--- config.mk ---
export PLATFORM = sky130hd
export DESIGN_NAME = scaled_glyph_row_generator
export DESIGN_NICKNAME = d
export VERILOG_FILES = /design/src/sv/sgrg_pkg.sv /design/src/sv/sgrg_ctrl.sv /design/src/sv/sgrg_dp.sv /design/src/sv/scaled_glyph_row_generator.sv
export SDC_FILE = /design/constraint.sdc
export NUM_CORES = 1
export LEC_CHECK = 0
export BUFFER_PORTS_ARGS = -buffer_cell sky130_fd_sc_hd__buf_2
export CAP_MARGIN = 20
export CORE_ASPECT_RATIO = 1.1
export CORE_MARGIN = 4
export CORE_UTILIZATION = 50
export CTS_CLUSTER_DIAMETER = 60
export DETAILED_ROUTE_END_ITERATION = 7
export PLACE_DENSITY = 0.75
export SLEW_MARGIN = 20
export SYNTH_ARGS = -nofsm -noshare
export SYNTH_HDL_FRONTEND = slang
export SYNTH_SLANG_ARGS = --single-unit
--- constraint.sdc ---
create_clock -name clk_i -period 3 [get_ports clk_i]
set_clock_uncertainty 0.15 [all_clocks]
set_input_delay 0.45 -clock clk_i [delete_from_list [all_inputs] [get_ports clk_i]]
set_output_delay 0.45 -clock clk_i [all_outputs]
set_load 0.1 [all_outputs]
--- src/sv/sgrg_pkg.sv ---
// shared types, font table and helper functions for the scaled glyph row generator
`default_nettype none

package sgrg_pkg;

  // largest magnification and the widths that follow from it
  localparam int unsigned MaxScale = 8;
  localparam int unsigned ScaleW   = $clog2(MaxScale + 1);
  localparam int unsigned MaskW    = 3 * MaxScale;

  // font geometry
  localparam int unsigned GlyphW    = 4;
  localparam int unsigned RowW      = 3;
  localparam int unsigned FontRows  = 5;
  localparam logic [RowW-1:0] RowLast = RowW'(FontRows - 1);

  // glyph codes
  localparam logic [GlyphW-1:0] GlyphF    = 4'd10;
  localparam logic [GlyphW-1:0] GlyphP    = 4'd11;
  localparam logic [GlyphW-1:0] GlyphS    = 4'd12;
  localparam logic [GlyphW-1:0] GlyphNone = 4'd15;

  // configuration register indexes
  localparam logic CfgScale = 1'b0;
  localparam logic CfgInk   = 1'b1;

  typedef enum logic [0:0] {
    StIdle,
    StEmit
  } ctrl_state_e;

  // controller to datapath
  typedef struct packed {
    logic load;
    logic emit;
  } dp_cmd_t;

  // datapath to controller
  typedef struct packed {
    logic in_glyph;
    logic last_span;
    logic out_free;
  } dp_status_t;

  // character code to glyph index
  function automatic logic [GlyphW-1:0] glyph_of(input logic [7:0] c);
    logic [GlyphW-1:0] g;
    g = GlyphNone;
    if (c >= 8'h30 && c <= 8'h39) begin
      g = GlyphW'(c - 8'h30);
    end else if (c == 8'h46 || c == 8'h66) begin
      g = GlyphF;
    end else if (c == 8'h50 || c == 8'h70) begin
      g = GlyphP;
    end else if (c == 8'h53 || c == 8'h73) begin
      g = GlyphS;
    end
    return g;
  endfunction

  // one 3-bit row of the font, msb is the leftmost column
  function automatic logic [2:0] font_row(input logic [GlyphW-1:0] g,
                                          input logic [RowW-1:0] r);
    logic [14:0] rows;
    logic [2:0]  bits;
    unique case (g)
      4'd0:    rows = {3'b111, 3'b101, 3'b101, 3'b101, 3'b111};
      4'd1:    rows = {3'b010, 3'b110, 3'b010, 3'b010, 3'b111};
      4'd2:    rows = {3'b111, 3'b001, 3'b111, 3'b100, 3'b111};
      4'd3:    rows = {3'b111, 3'b001, 3'b111, 3'b001, 3'b111};
      4'd4:    rows = {3'b101, 3'b101, 3'b111, 3'b001, 3'b001};
      4'd5:    rows = {3'b111, 3'b100, 3'b111, 3'b001, 3'b111};
      4'd6:    rows = {3'b111, 3'b100, 3'b111, 3'b101, 3'b111};
      4'd7:    rows = {3'b111, 3'b001, 3'b010, 3'b010, 3'b010};
      4'd8:    rows = {3'b111, 3'b101, 3'b111, 3'b101, 3'b111};
      4'd9:    rows = {3'b111, 3'b101, 3'b111, 3'b001, 3'b111};
      GlyphF:  rows = {3'b111, 3'b100, 3'b110, 3'b100, 3'b100};
      GlyphP:  rows = {3'b111, 3'b101, 3'b111, 3'b100, 3'b100};
      GlyphS:  rows = {3'b111, 3'b100, 3'b111, 3'b001, 3'b111};
      default: rows = '0;
    endcase
    unique case (r)
      3'd0:    bits = rows[14:12];
      3'd1:    bits = rows[11:9];
      3'd2:    bits = rows[8:6];
      3'd3:    bits = rows[5:3];
      3'd4:    bits = rows[2:0];
      default: bits = '0;
    endcase
    return bits;
  endfunction

  // repeat each font column s times, leftmost column in the low bits
  function automatic logic [MaskW-1:0] widen_row(input logic [2:0] bits,
                                                 input logic [ScaleW-1:0] s);
    logic [MaskW-1:0] m;
    logic [ScaleW+1:0] s1;
    logic [ScaleW+1:0] s2;
    logic [ScaleW+1:0] s3;
    s1 = (ScaleW + 2)'(s);
    s2 = s1 + s1;
    s3 = s2 + s1;
    for (int unsigned i = 0; i < MaskW; i++) begin
      if ((ScaleW + 2)'(i) < s1) begin
        m[i] = bits[2];
      end else if ((ScaleW + 2)'(i) < s2) begin
        m[i] = bits[1];
      end else if ((ScaleW + 2)'(i) < s3) begin
        m[i] = bits[0];
      end else begin
        m[i] = 1'b0;
      end
    end
    return m;
  endfunction

  // clamp a written scale to 1..MaxScale
  function automatic logic [ScaleW-1:0] eff_scale(input logic [3:0] s);
    logic [ScaleW-1:0] e;
    if (s == 4'd0) begin
      e = ScaleW'(1);
    end else if (32'(s) > MaxScale) begin
      e = ScaleW'(MaxScale);
    end else begin
      e = ScaleW'(s);
    end
    return e;
  endfunction

endpackage

`default_nettype wire

--- src/sv/sgrg_ctrl.sv ---
// controller state machine: accepts a character, then sequences the spans of a glyph character
`default_nettype none

module sgrg_ctrl (
  input  wire logic                clk_i,
  input  wire logic                rst_ni,
  input  wire logic                in_valid_i,
  output logic                     in_ready_o,
  input  wire sgrg_pkg::dp_status_t status_i,
  output sgrg_pkg::dp_cmd_t        cmd_o,
  output logic                     busy_o
);

  sgrg_pkg::ctrl_state_e state_q, state_d;
  logic accept;

  assign accept = in_valid_i && in_ready_o;

  // state register
  always_ff @(posedge clk_i or negedge rst_ni) begin
    if (!rst_ni) begin
      state_q <= sgrg_pkg::StIdle;
    end else begin
      state_q <= state_d;
    end
  end

  // next state
  always_comb begin
    state_d = state_q;
    unique case (state_q)
      sgrg_pkg::StIdle: begin
        if (accept && status_i.in_glyph) state_d = sgrg_pkg::StEmit;
      end
      sgrg_pkg::StEmit: begin
        if (status_i.out_free && status_i.last_span) state_d = sgrg_pkg::StIdle;
      end
      default: state_d = sgrg_pkg::StIdle;
    endcase
  end

  // outputs
  always_comb begin
    in_ready_o = 1'b0;
    cmd_o      = '0;
    unique case (state_q)
      sgrg_pkg::StIdle: begin
        in_ready_o = 1'b1;
        cmd_o.load = accept;
      end
      sgrg_pkg::StEmit: begin
        cmd_o.emit = status_i.out_free;
      end
      default: begin
        in_ready_o = 1'b0;
      end
    endcase
  end

  assign busy_o = (state_q == sgrg_pkg::StEmit);

endmodule

`default_nettype wire

--- src/sv/sgrg_dp.sv ---
// datapath: config registers, cursor, span counters and the output register
`default_nettype none

module sgrg_dp (
  input  wire logic                clk_i,
  input  wire logic                rst_ni,
  // configuration
  input  wire logic                cfg_we_i,
  input  wire logic                cfg_idx_i,
  input  wire logic [31:0]         cfg_data_i,
  // input item fields
  input  wire logic [7:0]          char_code_i,
  input  wire logic                string_start_i,
  input  wire logic [15:0]         start_x_i,
  input  wire logic [15:0]         start_y_i,
  // control
  input  wire sgrg_pkg::dp_cmd_t   cmd_i,
  output sgrg_pkg::dp_status_t     status_o,
  // result item
  input  wire logic                out_ready_i,
  output logic                     out_valid_o,
  output logic [15:0]              span_x_o,
  output logic [15:0]              span_y_o,
  output logic [sgrg_pkg::MaskW-1:0] row_mask_o,
  output logic [31:0]              color_out_o,
  output logic                     last_row_o
);

  localparam int unsigned ScaleW = sgrg_pkg::ScaleW;
  localparam int unsigned RowW   = sgrg_pkg::RowW;

  logic [3:0]  scale_cfg_q;
  logic [31:0] ink_q;
  logic [15:0] cursor_x_q, cursor_x_d;
  logic [15:0] text_row_y_q;
  logic [15:0] draw_x_q;
  logic [15:0] y_q;
  logic [sgrg_pkg::GlyphW-1:0] glyph_q;
  logic [ScaleW-1:0] scale_q;
  logic [RowW-1:0]   row_q;
  logic [ScaleW-1:0] sub_q;
  logic              out_valid_q;

  logic [ScaleW-1:0] scale_now;
  logic [15:0]       base_x, base_y;
  logic              sub_last;

  // configuration registers
  always_ff @(posedge clk_i or negedge rst_ni) begin
    if (!rst_ni) begin
      scale_cfg_q <= 4'd1;
      ink_q       <= '0;
    end else if (cfg_we_i) begin
      unique case (cfg_idx_i)
        sgrg_pkg::CfgScale: scale_cfg_q <= cfg_data_i[3:0];
        sgrg_pkg::CfgInk:   ink_q       <= cfg_data_i;
        default:            ink_q       <= ink_q;
      endcase
    end
  end

  // start coordinates and cursor advance
  assign scale_now  = sgrg_pkg::eff_scale(scale_cfg_q);
  assign base_x     = string_start_i ? start_x_i : cursor_x_q;
  assign base_y     = string_start_i ? start_y_i : text_row_y_q;
  assign cursor_x_d = base_x + {{(14 - ScaleW){1'b0}}, scale_now, 2'b00};

  always_ff @(posedge clk_i or negedge rst_ni) begin
    if (!rst_ni) begin
      cursor_x_q   <= '0;
      text_row_y_q <= '0;
    end else if (cmd_i.load) begin
      cursor_x_q   <= cursor_x_d;
      text_row_y_q <= base_y;
    end
  end

  // span sequencing: y just counts up one per span
  assign sub_last = (sub_q == scale_q - ScaleW'(1));

  always_ff @(posedge clk_i) begin
    if (cmd_i.load) begin
      draw_x_q <= base_x;
      y_q      <= base_y;
      glyph_q  <= sgrg_pkg::glyph_of(char_code_i);
      scale_q  <= scale_now;
      row_q    <= '0;
      sub_q    <= '0;
    end else if (cmd_i.emit) begin
      y_q <= y_q + 16'd1;
      if (sub_last) begin
        sub_q <= '0;
        row_q <= row_q + RowW'(1);
      end else begin
        sub_q <= sub_q + ScaleW'(1);
      end
    end
  end

  // output register, payload loaded on each emitted span
  always_ff @(posedge clk_i or negedge rst_ni) begin
    if (!rst_ni) begin
      out_valid_q <= 1'b0;
    end else if (cmd_i.emit) begin
      out_valid_q <= 1'b1;
    end else if (out_ready_i) begin
      out_valid_q <= 1'b0;
    end
  end

  always_ff @(posedge clk_i) begin
    if (cmd_i.emit) begin
      span_x_o    <= draw_x_q;
      span_y_o    <= y_q;
      row_mask_o  <= sgrg_pkg::widen_row(sgrg_pkg::font_row(glyph_q, row_q), scale_q);
      color_out_o <= ink_q;
      last_row_o  <= status_o.last_span;
    end
  end

  // status to the controller
  assign status_o.in_glyph  = (sgrg_pkg::glyph_of(char_code_i) != sgrg_pkg::GlyphNone);
  assign status_o.last_span = (row_q == sgrg_pkg::RowLast) && sub_last;
  assign status_o.out_free  = !out_valid_q || out_ready_i;
  assign out_valid_o        = out_valid_q;

endmodule

`default_nettype wire

--- src/sv/scaled_glyph_row_generator.sv ---
// top level of the scaled glyph row generator
`default_nettype none

// Draws one character per input item in a 3x5 font (digits, F, P, S in either
// case), magnified by the clamped scale_factor s (1..8). A glyph character is
// accepted, then the span sequencer puts one span per cycle into the output
// register, 5*s spans from top to bottom with tlast on the final one; an output
// stall holds the sequencer. A character outside the font is accepted and emits
// nothing. The cursor advances by 4*s after every character; coordinates wrap at
// 16 bits. The next character is accepted while the final span still waits in
// the output register.
module scaled_glyph_row_generator (
  input  wire logic         clk_i,
  input  wire logic         rst_ni,
  // configuration write port
  input  wire logic         cfg_we_i,
  input  wire logic         cfg_idx_i,
  input  wire logic [31:0]  cfg_data_i,
  // character items
  input  wire logic         s_axis_tvalid,
  output logic              s_axis_tready,
  input  wire logic [39:0]  s_axis_tdata,  // char_code, start_x, start_y
  input  wire logic [0:0]   s_axis_tuser,  // string_start
  // span items
  output logic              m_axis_tvalid,
  input  wire logic         m_axis_tready,
  output logic [87:0]       m_axis_tdata,  // span_x, span_y, row_mask, color_out
  output logic              m_axis_tlast   // last_row
);

  sgrg_pkg::dp_cmd_t    cmd;
  sgrg_pkg::dp_status_t status;
  logic                 busy;

  logic [15:0]               span_x;
  logic [15:0]               span_y;
  logic [sgrg_pkg::MaskW-1:0] row_mask;
  logic [31:0]               color_out;

  sgrg_ctrl u_ctrl (
    .clk_i      (clk_i),
    .rst_ni     (rst_ni),
    .in_valid_i (s_axis_tvalid),
    .in_ready_o (s_axis_tready),
    .status_i   (status),
    .cmd_o      (cmd),
    .busy_o     (busy)
  );

  sgrg_dp u_dp (
    .clk_i          (clk_i),
    .rst_ni         (rst_ni),
    .cfg_we_i       (cfg_we_i),
    .cfg_idx_i      (cfg_idx_i),
    .cfg_data_i     (cfg_data_i),
    .char_code_i    (s_axis_tdata[7:0]),
    .string_start_i (s_axis_tuser[0]),
    .start_x_i      (s_axis_tdata[23:8]),
    .start_y_i      (s_axis_tdata[39:24]),
    .cmd_i          (cmd),
    .status_o       (status),
    .out_ready_i    (m_axis_tready),
    .out_valid_o    (m_axis_tvalid),
    .span_x_o       (span_x),
    .span_y_o       (span_y),
    .row_mask_o     (row_mask),
    .color_out_o    (color_out),
    .last_row_o     (m_axis_tlast)
  );

  // pack the span item
  assign m_axis_tdata = {color_out, row_mask, span_y, span_x};

  // no new character while spans are still being sequenced
  a_no_accept_busy: assert property (@(posedge clk_i) disable iff (!rst_ni)
    busy |-> !s_axis_tready)
    else $error("character accepted while spans pending");

  // a glyph character starts span sequencing
  a_glyph_starts: assert property (@(posedge clk_i) disable iff (!rst_ni)
    (s_axis_tvalid && s_axis_tready && status.in_glyph) |=> busy)
    else $error("glyph accepted without sequencing spans");

  // a new span only appears while sequencing
  a_span_from_seq: assert property (@(posedge clk_i) disable iff (!rst_ni)
    (m_axis_tvalid && !$past(m_axis_tvalid && !m_axis_tready)) |-> $past(busy))
    else $error("span item appeared outside sequencing");

  // leaving sequencing coincides with loading the final span
  a_last_on_exit: assert property (@(posedge clk_i) disable iff (!rst_ni)
    $fell(busy) |-> (m_axis_tvalid && m_axis_tlast))
    else $error("sequencing ended without final span");

endmodule

`default_nettype wire
## Yosys cells after proc, flatten, opt, wreduce, memory -nomap -nowiden

Memory sizes are Yosys's and may differ from the RTL's. A register that Yosys moved wholly into a read port is not among the register bits.
Cells that the tools add are included.

- Register bits after elaboration: 206
- Bits in read-only memories: 240
- Input bits: 79
- Output and inout bits: 91
- Logic and storage cells: 207
- Memories kept: 1

- Add/sub/neg operators: 8
- $lt $le $gt $ge: 66
- Eq/ne operators: 12
- Mux-type cells: 84
- Bitwise gates (word level): 2
- Reduce and logical (&&, ||, !) cells: 17

Memory list:

| memory | depth | width | rd ports | clocked after Yosys merged registers in | write ports | RTL line | RTL |
|---|---|---|---|---|---|---|---|
| (name not given) | 16 | 15 | 1 | 1 | 0 | sgrg_pkg.sv:66 | `unique case (g)` |

Operator list:

| operator | count |
|---|---|
| $lt 4x6->1 const A | 16 |
| $lt 5x6->1 const A | 16 |
| $mux 1 | 70 |
| $mux 16 | 4 |
| $eq 8x7->1 const B | 6 |
| $lt 3x6->1 const A | 8 |
| $lt 4x4->1 const A | 7 |
| $mux 4 | 7 |
| $lt 1x6->1 const A | 4 |
| $lt 2x6->1 const A | 4 |
| $add 16x1->16 const B | 1 |
| $add 16x6->16 | 1 |
| $lt 3x4->1 const A | 4 |
| $pmux 3 s5 | 1 |
| $ge 8x6->1 const B | 1 |
| $le 8x6->1 const B | 1 |
| $lt 1x4->1 const A | 2 |
| $lt 2x4->1 const A | 2 |
| $sub 4x1->4 const B | 2 |
| $add 6x4->6 | 1 |
| $eq 3x2->1 const B | 2 |
| $reduce_and 2->1 | 3 |
| $add 4x4->5 | 1 |
| $logic_and 1x1->1 | 5 |
| 15 further kinds | 20 |

## Depth between registers and ports, before layout

Gate-level depths: netlist of run 1.

- Depth in word-level cells: 10
- Mapped depth: 11
- Gate-level depth less buffers: 10

## By module

From an unflattened synthesis of run 1, not the netlist that was laid out.

- Cell total of the unflattened synthesis: 794
- Area, all modules: 10156.0 um^2

By module, submodules not included:

| module | times used | cells an instance | area each (um^2) | sequential area each (um^2) |
|---|---|---|---|---|
| sgrg_dp | 1 | 788 | 10099.7 | 6022.0 |
| sgrg_ctrl | 1 | 6 | 56.3 | 25.0 |

## Worst setup path after synthesis of run 1

OpenSTA, ideal clock, no wires.

- Path type: flip-flop to flip-flop
- From: reg u_dp.out_valid_q (netlist: u_dp.out_valid_o)
- To: reg u_dp.sub_q[3]
- Setup time: 0.115 ns
- Arrival time: 3.559 ns
- Data required time: 2.735 ns
- Slack: -0.824 ns
- Cell stages (with the launch flop): 6
- Path buffers: 0
- Period minus slack after synthesis: 3.824 ns
- Cell sequence: dfrtp_1 nand2b_1 nand2_1 inv_1 a41oi_1 a2111oi_0

RTL lines:

| item | RTL line | RTL |
|---|---|---|
| start: declaration | sgrg_dp.sv:42 | `logic out_valid_q;` |
| start signal: assignment | sgrg_dp.sv:103 | `out_valid_q <= 1'b0;` |
| start signal: assignment | sgrg_dp.sv:105 | `out_valid_q <= 1'b1;` |
| start signal: assignment | sgrg_dp.sv:107 | `out_valid_q <= 1'b0;` |
| end signal: assignment | sgrg_dp.sv:95 | `sub_q <= sub_q + ScaleW'(1);` |
| end: declaration | sgrg_dp.sv:41 | `logic [ScaleW-1:0] sub_q;` |

## Worst setup path in the final report of run 1

- From: reg u_dp.scale_q[1]
- To: reg u_dp.row_mask_o[4] (netlist bit) (data pin)

- Word-level cells in the longest chain between the ends: 6
- Elaborated cells on any way between the ends: 8
- Those cells by class: add/sub: 2; order compare: 3; mux: 3

RTL lines:

| item | RTL line | RTL |
|---|---|---|
| start: declaration | sgrg_dp.sv:39 | `logic [ScaleW-1:0] scale_q;` |
| start signal: assignment | sgrg_dp.sv:86 | `scale_q <= scale_now;` |
| $add 4x4->5 | sgrg_pkg.sv:101 | `s2 = s1 + s1;` |
| $add 6x4->6 | sgrg_pkg.sv:102 | `s3 = s2 + s1;` |
| $lt 3x6->1 | sgrg_pkg.sv:108 | `end else if ((ScaleW + 2)'(i) < s3) begin` |
| $mux 1 | sgrg_pkg.sv:108 |  |
| $mux 1 | sgrg_pkg.sv:106 | `end else if ((ScaleW + 2)'(i) < s2) begin` |
| $mux 1 (*) | sgrg_pkg.sv:104 | `if ((ScaleW + 2)'(i) < s1) begin` |
| end signal: assignment | sgrg_dp.sv:115 | `row_mask_o <= sgrg_pkg::widen_row(sgrg_pkg::font_row(glyph_q, row_q), scale_q);` |
| end: declaration | sgrg_dp.sv:24 | `output logic [sgrg_pkg::MaskW-1:0] row_mask_o,` |

Mark *: on every way between the ends. The rest lies on a longest branch, timed or not.
A chain may end at the register's enable or synchronous reset.

==> results.md, run 1 <==
* Vias post-DR at 6734
* Number of DRC markers in iteration 0 at 360
* Met2 WL at 10.43 mm
* Placed cells at 1210
* Status: finished clean
* Synth warnings at 0
* Antenna viol nets, final at 0
* Commonest non-fill, non-tap cell in the layout: buf_2
* Half-perimeter wire length after placement at 14.81 mm
* Ys flop type: edfxtp_1
* Max Slew Vio Count at 0
* Sequential cell area fraction in the yosys report at 60.08%
* Startpoint types: flop
* Asr flop ratio synth at 31.82%
* Die W at 143.3 um
* Final setup viols at 0
* Peak supply drop at 1.169 mV
* Finished Cell Area at 12020 um^2
* Final Hold Vio Count at 0
* Max_slew headroom at 56.72%
* Worst path max stage delay at 0.50 ns
* Arr. time, crit path at 2.91 ns
* CP most frequent cell: a31oi_1
* Crit-path max FO at 8
* Share of layout cells above drive strength 1 at 30.97%
* Drt first pass iters at 5
* Placed Instance Area at 11270 um^2
* Worst path cell trace: ha_1, fa_1, and4bb_2, a31oi_1, and2_1, o21bai_1, a31oi_1
* RSZ-0062 raised after global routing: false
* Syn-to-layout area delta at 19.38%
* Tot GR Track Use at 18.55%
* Vias in the first global route at 6586
* Number of remaining DRC errors at 0
* Final critical-path share of the clock period at 91.09%
* Antenna cells at 0
* H-tree Lvls at 1
* CTS Sinks at 220
* Port-buffer cells at 169
* PwrDens at 1081 nW/um^2
* TritonCTS Buffers at 23
* Metal-1 WL at 9.129 mm
* Clock transition at path regs at 0.06 ns
* CTS resizes at 0
* Initial Utilization at 50.84%
* Max layer used: met5
* Worst setup EP type: flop
* # IOs at 170
* Setup Buffers After CTS at 0
* Number of fill cells in the layout at 1614
* Initial antenna violation count at 1
* WL/cell at 16.78 um
* Most frequent cells in the layout: 168 x buf_2, 129 x edfxtp_1, 74 x nand2_1
* Pleak at 5.029 nW
* Detail Route met3 WL at 1.082 mm
* Number of distinct library cells after synthesis at 74
* CP Class: reg -> reg
* Number of flops mapped to enable cells by yosys at 129
* Setup TNS at 0 ns
* HP Class: in -> reg
* Least-Margin Pin Slew at 0.6492 ns
* Pin count of the biggest net entering global routing at 53
* Die area at 22470 um^2
* Worst skew pair latency at 0.52 ns
* GRT overflow at 0
* Placement Rows at 54
* Via density per instance at 5.374
* Mapped Cells at 800
* Number of max-cap violations at 0
* Core area at 19800 um^2
* Worst endpoint required time at 3.18 ns
* Synth Net Count at 915
* Slowest-stage cell, CP: fa_1
* Fmax at 0.3659 GHz
* GPL Wtd Cong at 0.9357
* Mapped Area at 10060 um^2
* Post-CTS Hold Fix Bufs at 1
* Final std cells w/o fill at 1253
* Final WL at 21.02 mm
* Min cycle time layout at 2.733 ns
* First-pass GRT wire length at 33.82 mm
* Syn_area_per_cell at 12.58 um^2
* Clk root buf: clkbuf_16
* Clk buf depth at 3
* Yosys reg bits at 220
* CTS tree: built
* Height of the die at 156.8 um
* Layout net count at 1099
==> logic make-up (layout without fill, tap and decap cells) <==
kind of cell | Yosys count | in the layout | share of synthesized area (%)
muxes | 82 | 82 | 8.938
DFF | 220 | 220 | 60.08
xor gates and xnor gates | 31 | 31 | 2.772
buffers and inverters | 66 | 267 | 2.884
AOI/OAI and AO/OA | 160 | 160 | 10.52
and+or+nand+nor | 205 | 205 | 10.18
adders and majority gates | 36 | 36 | 4.625
==> sequential cells by signal, indices dropped and copies added, names as in the netlist, named ones only <==
| register | cells |
|---|---|
| u_dp.color_out_o | 32 |
| u_dp.ink_q | 32 |
| u_dp.row_mask_o | 24 |
| u_dp.cursor_x_q | 16 |
| u_dp.draw_x_q | 16 |
| u_dp.span_x_o | 16 |
| u_dp.span_y_o | 16 |
| u_dp.text_row_y_q | 16 |
| u_dp.y_q | 16 |
| u_dp.glyph_q | 4 |
| u_dp.scale_cfg_q | 4 |
| u_dp.scale_q | 4 |
| u_dp.sub_q | 4 |
| u_dp.row_q | 3 |
| u_ctrl.busy_o | 1 |
| u_dp.last_row_o | 1 |
| u_dp.out_valid_o | 1 |
==> routing by layer <==
| layer | global-route usage, % | vias to the layer above |
|---|---|---|
| met5 | 0 | - |
| met4 | 4.170 | 2 |
| met3 | 3.331 | 37 |
| met2 | 31.98 | 162 |
| met1 | 24.69 | 3236 |
| li1 | - | 3297 |
==> critical path: cells and delay by family, from the launching register on <==
family | cells | cell delay (ns)
AO/OA/AOI/OAI | 3 | 0.56
adder cells (fa/ha/maj) | 2 | 0.81
flip-flops | 1 | 0.41
AND/OR/NAND/NOR | 2 | 0.61
==> report_power, final <==
group	internal, mW	leakage (nW)	switching (mW)
clock network	1.62	0.357	1.12
registers	4.37	2.27	0.436
logic	1.26	2.40	4.18
total	7.25	5.03	5.74
==> through the flow <==
stage	setup slack [ns]	util, %	hold slack (ns)	power (mW)
3_3_place_gp	0.2968	56.95	0.2507	10.22
2_1_floorplan	0.01092	-	0.004409	9.274
4_1_cts	0.2712	60.69	0.004164	13.09
5_1_grt	0.06474	60.69	0.008915	13.66
6_report	0.2674	60.69	0.02139	12.99
3_5_place_dp	0.2403	56.95	0.2566	10.32
==> Yosys cell counts, types with 6 or more instances <==
master / instances / area, um^2
a31oi_1: 10 / 62.56
o21ai_0: 46 / 230.2
xor2_1: 7 / 61.31
inv_1: 31 / 116.4
ha_1: 34 / 425.4
buf_1: 7 / 26.28
nor2_1: 37 / 138.9
dfrtp_1: 69 / 1727
xnor2_1: 23 / 201.4
a21oi_1: 29 / 145.1
o31ai_1: 10 / 75.07
nand3_1: 19 / 95.09
a21o_1: 8 / 60.06
edfxtp_1: 129 / 3874
mux2_2: 62 / 698.2
dfxtp_1: 21 / 420.4
nand2_1: 74 / 277.8
a211oi_1: 10 / 75.07
nor3_1: 18 / 90.09
nor2b_1: 17 / 106.4
clkbuf_1: 11 / 41.29
buf_2: 9 / 45.04
nand2b_1: 6 / 37.54
mux2i_1: 19 / 190.2
==> worst paths after layout <==
check | start | to | slack [ns] | cells after the start
min in group asynchronous | rst_ni | u_dp.cursor_x_q[15]$_DFFE_PN0P_ | 0.36 | 2
hold reg to reg | u_dp.draw_x_q[5]$_DFFE_PP_ | u_dp.span_x_o[5]$_DFFE_PP_ | 0.26 | 0
max in group asynchronous | rst_ni | u_dp.ink_q[16]$_DFFE_PN0P_ | 1.66 | 3
setup reg to reg | u_dp.scale_q[1]$_DFFE_PP_ | u_dp.row_mask_o[4]$_DFFE_PP_ | 0.27 | 7
setup / recovery | u_dp.scale_q[1]$_DFFE_PP_ | u_dp.row_mask_o[4]$_DFFE_PP_ | 0.27 | 7
hold / removal | cfg_data_i[13] | u_dp.ink_q[13]$_DFFE_PN0P_ | 0.02 | 2
==> final cells by class <==
class	instances	area, um^2	share of cell area [%]
well taps	252	315.3	2.624
clock inverters	5	63.81	0.5311
clock buffers	37	668.1	5.561
flip-flops and latches	220	6051	50.36
repair buffers	193	1056	8.789
multi-input cells	514	3737	31.10
inverters	32	123.9	1.031
Note: power is estimated with default switching activity, not from simulation.
==> run 2, diff against run 1 <==
Settings changed: CORE_UTILIZATION 50 to 45, PLACE_DENSITY 0.75 to 0.69.
==> run 2 against run 1 <==
  * Cell area is 1.0% higher
  * Sequential power hardly changed
  * Power is 0.38% lower
  * Sequential cell count stayed put
==> results.md, run 2 (synthesis results as in run 1) <==
* Min cycle time layout at 2.678 ns (-0.05489 ns)
* CP Class: reg -> reg
* Final Hold Vio Count at 0 (unchanged)
* Power consumption at 12.94 mW (-0.38%)
* Port-buffer cells at 169 (unchanged)
* RSZ-0062 raised after global routing: false
* Peak supply drop at 0.7251 mV (-38%)
* Clock transition at path regs at 0.06 ns (about the same)
* Clk buf depth at 3 (unchanged)
* GRT overflow at 0 (unchanged)
* Worst skew pair latency at 0.52 ns (about the same)
* CP delay by family, top: adder cells
* Via density per instance at 5.199 (-3.3%)
* Worst setup EP type: flop
* Crit-path max FO at 8 (unchanged)
* Number of max-cap violations at 0 (unchanged)
* First-pass GRT wire length at 34.31 mm (+1.4%)
* Final critical-path share of the clock period at 89.26% (-1.8 points)
* Height of the die at 164.9 um (+5.1%)
* Placement Rows at 57 (+5.6%)
* Setup Buffers After CTS at 0 (unchanged)
* Pin count of the biggest net entering global routing at 53 (unchanged)
* Pleak at 5.067 nW (+0.75%)
* Worst path max stage delay at 0.49 ns (about the same)
* Number of remaining DRC errors at 0 (unchanged)
* Initial Utilization at 45.67% (-5.2 points)
* Placed Instance Area at 11330 um^2 (+0.50%)
* Commonest non-fill, non-tap cell in the layout: buf_2
* Regs by FF count: u_dp.color_out_o (32), u_dp.ink_q (32), u_dp.row_mask_o (24)
* Drt first pass iters at 8 (+3)
* Fmax at 0.3734 GHz (+2.0%)
* Worst path cell trace: ha_1, fa_1, and4bb_2, a31oi_1, and2_1, o311ai_0, a22oi_1
* Area of the multi-input gates at 3737 um^2 (unchanged)
* CTS resizes at 0 (unchanged)
* Max Slew Vio Count at 0 (unchanged)
* Startpoint types: flop
* Vias in the first global route at 6592 (+0.091%)
* Status: finished clean
* PwrDens at 1067 nW/um^2 (-1.4%)
* Arr. time, crit path at 2.87 ns (-0.04 ns)
* Post-CTS Hold Fix Bufs at 8 (+7)
* Final hold slack at 0.01846 ns (-0.002929 ns)
* Number of DRC markers in iteration 0 at 376 (+4.4%)
* Number of fill cells in the layout at 1830 (+13%)
* Antenna viol nets, final at 0 (unchanged)
* Initial antenna violation count at 3 (+2)
* Share of layout cells above drive strength 1 at 31.16% (+0.19 points)
* Finished Cell Area at 12140 um^2 (+1.0%)
* Clk root buf: clkbuf_16
* Least-Margin Pin Slew at 0.6795 ns (+0.03028 ns)
* Vias post-DR at 6800 (+0.98%)
* Syn-to-layout area delta at 20.57%
* Tot GR Track Use at 17.15% (-1.4 points)
* HP Class: in -> reg
* Half-perimeter wire length after placement at 15.19 mm (+2.6%)
* Die area at 24820 um^2 (+10%)
* Final setup viols at 0 (unchanged)
* GPL Wtd Cong at 0.8783 (-6.1%)
* Most frequent cells in the layout: 168 x buf_2, 129 x edfxtp_1, 74 x nand2_1
* Die W at 150.6 um (+5.1%)
* CTS Sinks at 220 (unchanged)
* Worst endpoint required time at 3.20 ns (+0.02 ns)
* Register area at 6051 um^2 (unchanged)
* WL/cell at 16.29 um (-2.9%)
* Final WL at 21.30 mm (+1.3%)
* Post-layout util at 55.07% (-5.6 points)
* Max_slew headroom at 54.70% (-2.0 points)
* TritonCTS Buffers at 23 (unchanged)
* # IOs at 170 (unchanged)
* Slowest-stage cell, CP: fa_1
* Setup TNS at 0 ns (unchanged)
* Core area at 22040 um^2 (+11%)
* CP bufs+invs at 0 (unchanged)
* H-tree Lvls at 1 (unchanged)
* CTS tree: built
* Layout net count at 1109 (+0.91%)
## run 2: layout make-up
cell class              count  area share [%]
diodes                      2         0.04124
clock buffers              32           5.104
clock inverters            10          0.7527
inverters                  32           1.021
multi-input cells         514           30.80
flip-flops and latches    220           49.86
well taps                 295           3.042
repair buffers            203           9.382
## run 2: path summary, 6_finish.rpt
kind,start,to,slack [ns],cells past startpoint
worst max-delay path,u_dp.scale_q[0]$_DFFE_PP_,u_dp.row_mask_o[8]$_DFFE_PP_,0.32,7
worst min-delay path,cfg_data_i[20],u_dp.ink_q[20]$_DFFE_PN0P_,0.02,2
worst max register to register,u_dp.scale_q[0]$_DFFE_PP_,u_dp.row_mask_o[8]$_DFFE_PP_,0.32,7
worst min register to register,u_dp.draw_x_q[9]$_DFFE_PP_,u_dp.span_x_o[9]$_DFFE_PP_,0.26,0
max in group asynchronous,rst_ni,u_dp.ink_q[18]$_DFFE_PN0P_,1.64,3
min in group asynchronous,rst_ni,u_dp.cursor_x_q[13]$_DFFE_PN0P_,0.35,2
## run 2: report_power, final
| group | internal, mW | switching, mW |
|---|---|---|
| Clock | 1.54 | 1.16 |
| Sequential | 4.37 | 0.442 |
| Combinational | 1.27 | 4.17 |
| Total | 7.18 | 5.76 |
## run 2: layer usage
metal	vias up	GRT usage [%]	wire, um
met5	-	0	26
met1	3225	22.09	8747
li1	3331	-	-
met4	4	5.317	552
met3	47	3.403	1345
met2	193	29.33	10630
## run 2: metrics by stage
step	worst slack, ns	std cells
final	0.3223	1308
after global routing	0.1408	1307
after CTS	0.3642	1305
after detailed placement	0.1804	1255
after global placement	0.3125	1255
after floorplan	0.01092	800
## run 2: worst register-to-register path, stage by stage, from the launching register on
cell	delay (ns)
edfxtp_1	0.39
ha_1	0.31
fa_1	0.50
and4bb_2	0.28
a31oi_1	0.20
and2_1	0.32
o311ai_0	0.19
a22oi_1	0.18
==> run 3, diff against run 2 <==
==> constraint.sdc (replaced) <==
create_clock -name clk_i -period 3 [get_ports clk_i]
set_clock_uncertainty 0.15 [all_clocks]
set_input_delay 0 -clock clk_i [delete_from_list [all_inputs] [get_ports clk_i]]
set_output_delay 0 -clock clk_i [all_outputs]
set_load 0.1 [all_outputs]
==> run 3 against run 2 <==
  * Sequential power about the same
  * Clock power up 14%
  * Critical endpoint is now u_dp.cursor_x_q[8]$_DFFE_PN0P_
  * First-iteration DRC count down 4.0%
  * Register-to-register slack worse by 0.16 ns
  * Critical path depth up 2
  * Hold slack better by 0.0014 ns
  * Die area unchanged
  * Via count up 3.3%
  * Non-clock buffer count up 71
  * Global-route usage up 0.75 points
  * Combinational power up 2%
  * Clock-buffer cell count down 1
==> results.md, run 3 (synthesis results as in run 1) <==
* R2R depth at 9 (+2)
* Antenna viol nets, final at 0 (unchanged)
* Regs by FF count: u_dp.color_out_o (32), u_dp.ink_q (32), u_dp.row_mask_o (24)
* Clock transition at path regs at 0.06 ns (about the same)
* GPL Wtd Cong at 0.8812 (+0.33%)
* Core area at 22040 um^2 (unchanged)
* Logic pwr share at 41.2% (-0.8 points)
* Clock power share at 22.9% (+2.0 points)
* Reg2reg end: u_dp.cursor_x_q[8]$_DFFE_PN0P_
* Worst Setup EP: u_dp.cursor_x_q[8]$_DFFE_PN0P_
* Drt first pass iters at 4 (-4)
* Min cycle time layout at 2.834 ns (+0.1560 ns)
* Final Hold Vio Count at 0 (unchanged)
* Initial antenna violation count at 0 (-3)
* PwrDens at 1033 nW/um^2 (-3.1%)
* Clk buf depth at 3 (unchanged)
* Tot GR Track Use at 17.90% (+0.75 points)
* Antenna cells at 0 (-2)
* Die W at 150.6 um (unchanged)
* Psw at 5.837 mW (+1.3%)
* H-tree Lvls at 1 (unchanged)
* Least-Margin Pin Slew at 0.9631 ns (+0.2836 ns)
* Power consumption at 13.42 mW (+3.7%)
* Number of max-cap violations at 0 (unchanged)
* Worst skew pair latency at 0.52 ns (about the same)
* Initial Utilization at 45.67% (unchanged)
* TritonCTS Buffers at 24 (+4.3%)
* Die area at 24820 um^2 (unchanged)
* CTS tree: built
* Share of layout cells above drive strength 1 at 28.97% (-2.2 points)
* Vias post-DR at 7024 (+3.3%)
* Pin count of the biggest net entering global routing at 71 (+34%)
* Arr. time, crit path at 3.08 ns (+0.21 ns)
* Status: finished clean
* Power Internal at 7.586 mW (+5.7%)
* Half-perimeter wire length after placement at 15.33 mm (+0.94%)
* Worst Setup SP: u_dp.cursor_x_q[2]$_DFFE_PN0P_
* Seq pwr share at 35.8% (-1.4 points)
* Peak supply drop at 0.5855 mV (-19%)
* Placement Rows at 57 (unchanged)
* WL/cell at 16.20 um (-0.51%)
* Max Slew Vio Count at 0 (unchanged)
* Switching part of the total at 43.49% (-1.0 points)
* Setup TNS at 0 ns (unchanged)
* Final WL at 22.34 mm (+4.9%)
* Vias in the first global route at 6943 (+5.3%)
* Worst endpoint required time at 3.25 ns (+0.05 ns)
* Final setup viols at 0 (unchanged)
* Crit-path max FO at 5 (-3)
* Most frequent cells in the layout: 168 x buf_2, 129 x edfxtp_1, 87 x dlygate4sd3_1
* Clk root buf: clkbuf_16
* Setup Buffers After CTS at 0 (unchanged)
* Port-buffer cells at 169 (unchanged)
* HP Class: in -> async
* # IOs at 170 (unchanged)
* Worst setup EP type: flop
* Final critical-path share of the clock period at 94.46% (+5.2 points)
* FF-to-FF setup slack at 0.17 ns (-0.16 ns)
* Max_slew headroom at 35.79% (-19 points)
* RSZ-0062 raised after global routing: false
* Worst r2r src: u_dp.cursor_x_q[2]$_DFFE_PN0P_
* Fmax at 0.3529 GHz (-5.5%)
* First-pass GRT wire length at 35.76 mm (+4.2%)
* Height of the die at 164.9 um (unchanged)
* Number of remaining DRC errors at 0 (unchanged)
* Commonest non-fill, non-tap cell in the layout: buf_2
* Placed Instance Area at 11260 um^2 (-0.57%)
* Pleak at 5.392 nW (+6.4%)
* Via density per instance at 5.094 (-2.0%)
* GRT overflow at 0 (unchanged)
* Syn-to-layout area delta at 29.07%
* Finished Cell Area at 12990 um^2 (+7.0%)
* Startpoint types: flop
* Number of DRC markers in iteration 0 at 361 (-4.0%)
* CP Class: reg -> reg
* Layout net count at 1181 (+6.5%)
* Post-layout util at 58.95% (+3.9 points)
* CTS Sinks at 220 (unchanged)
run 3: timing repair:
action,4_1_cts,5_1_grt
hold buffers,87,0
endpoints found under the hold margin,183,0
setup endpoints to repair,0,16
gates resized for setup,0,5
run 3: critical path, cell delays in order, from the launching register on:
cell           delay (ns)
dfrtp_1              0.37
mux2_2               0.25
dlygate4sd3_1        0.59
ha_2                 0.22
fa_2                 0.35
a21o_1               0.20
a21o_4               0.24
nand3_1              0.10
xor2_1               0.16
o21ai_0              0.09
run 3: power groups by stage:
stage | logic, mW | registers [mW] | clock network [mW]
6_report | 5.53 | 4.81 | 3.08
3_3_place_gp | 5.37 | 4.84 | 0
5_1_grt | 5.90 | 4.91 | 3.31
2_1_floorplan | 1.89 | 7.38 | 0
3_5_place_dp | 5.43 | 4.88 | 0
4_1_cts | 5.55 | 4.82 | 3.15
run 3: final cells by class:
| cell class | count | area (um^2) |
|---|---|---|
| clock inverters | 13 | 193.9 |
| multi-input cells | 514 | 3751 |
| flip-flops and latches | 220 | 6051 |
| clock buffers | 31 | 646.9 |
| fillers | 1795 | 9047 |
| well taps | 295 | 369.1 |
| repair buffers | 274 | 1854 |
| inverters | 32 | 123.9 |
run 3: layer usage:
| layer | up-vias | global-route usage [%] | share of wire [%] |
|---|---|---|---|
| met4 | 0 | 5.688 | 2.6 |
| met1 | 3317 | 22.49 | 41 |
| met5 | - | 0 | 0 |
| li1 | 3466 | - | - |
| met2 | 199 | 31.51 | 51 |
| met3 | 42 | 3.074 | 5.5 |
run 3: worst min path at each step:
stage | endpoint | slack, ns
finish | u_dp.cursor_x_q[12]$_DFFE_PN0P_ | 0.02
global route | u_dp.cursor_x_q[3]$_DFFE_PN0P_ | 0.07
CTS | u_dp.cursor_x_q[3]$_DFFE_PN0P_ | 0.02
detailed placement | u_dp.cursor_x_q[12]$_DFFE_PN0P_ | 0.07
global placement | u_dp.cursor_x_q[12]$_DFFE_PN0P_ | 0.08
floorplan | u_ctrl.busy_o$_DFF_PN0_ | -0.45
run 3: per-stage QoR:
stage,setup slack [ns],hold slack (ns),std cells
after detailed placement,0.1892,0.06874,1248
final,0.1663,0.01986,1379
after global placement,0.2705,0.07625,1248
after floorplan,0.01092,-0.4456,800
after CTS,0.03371,0.02028,1379
after global routing,0.01469,0.07258,1379
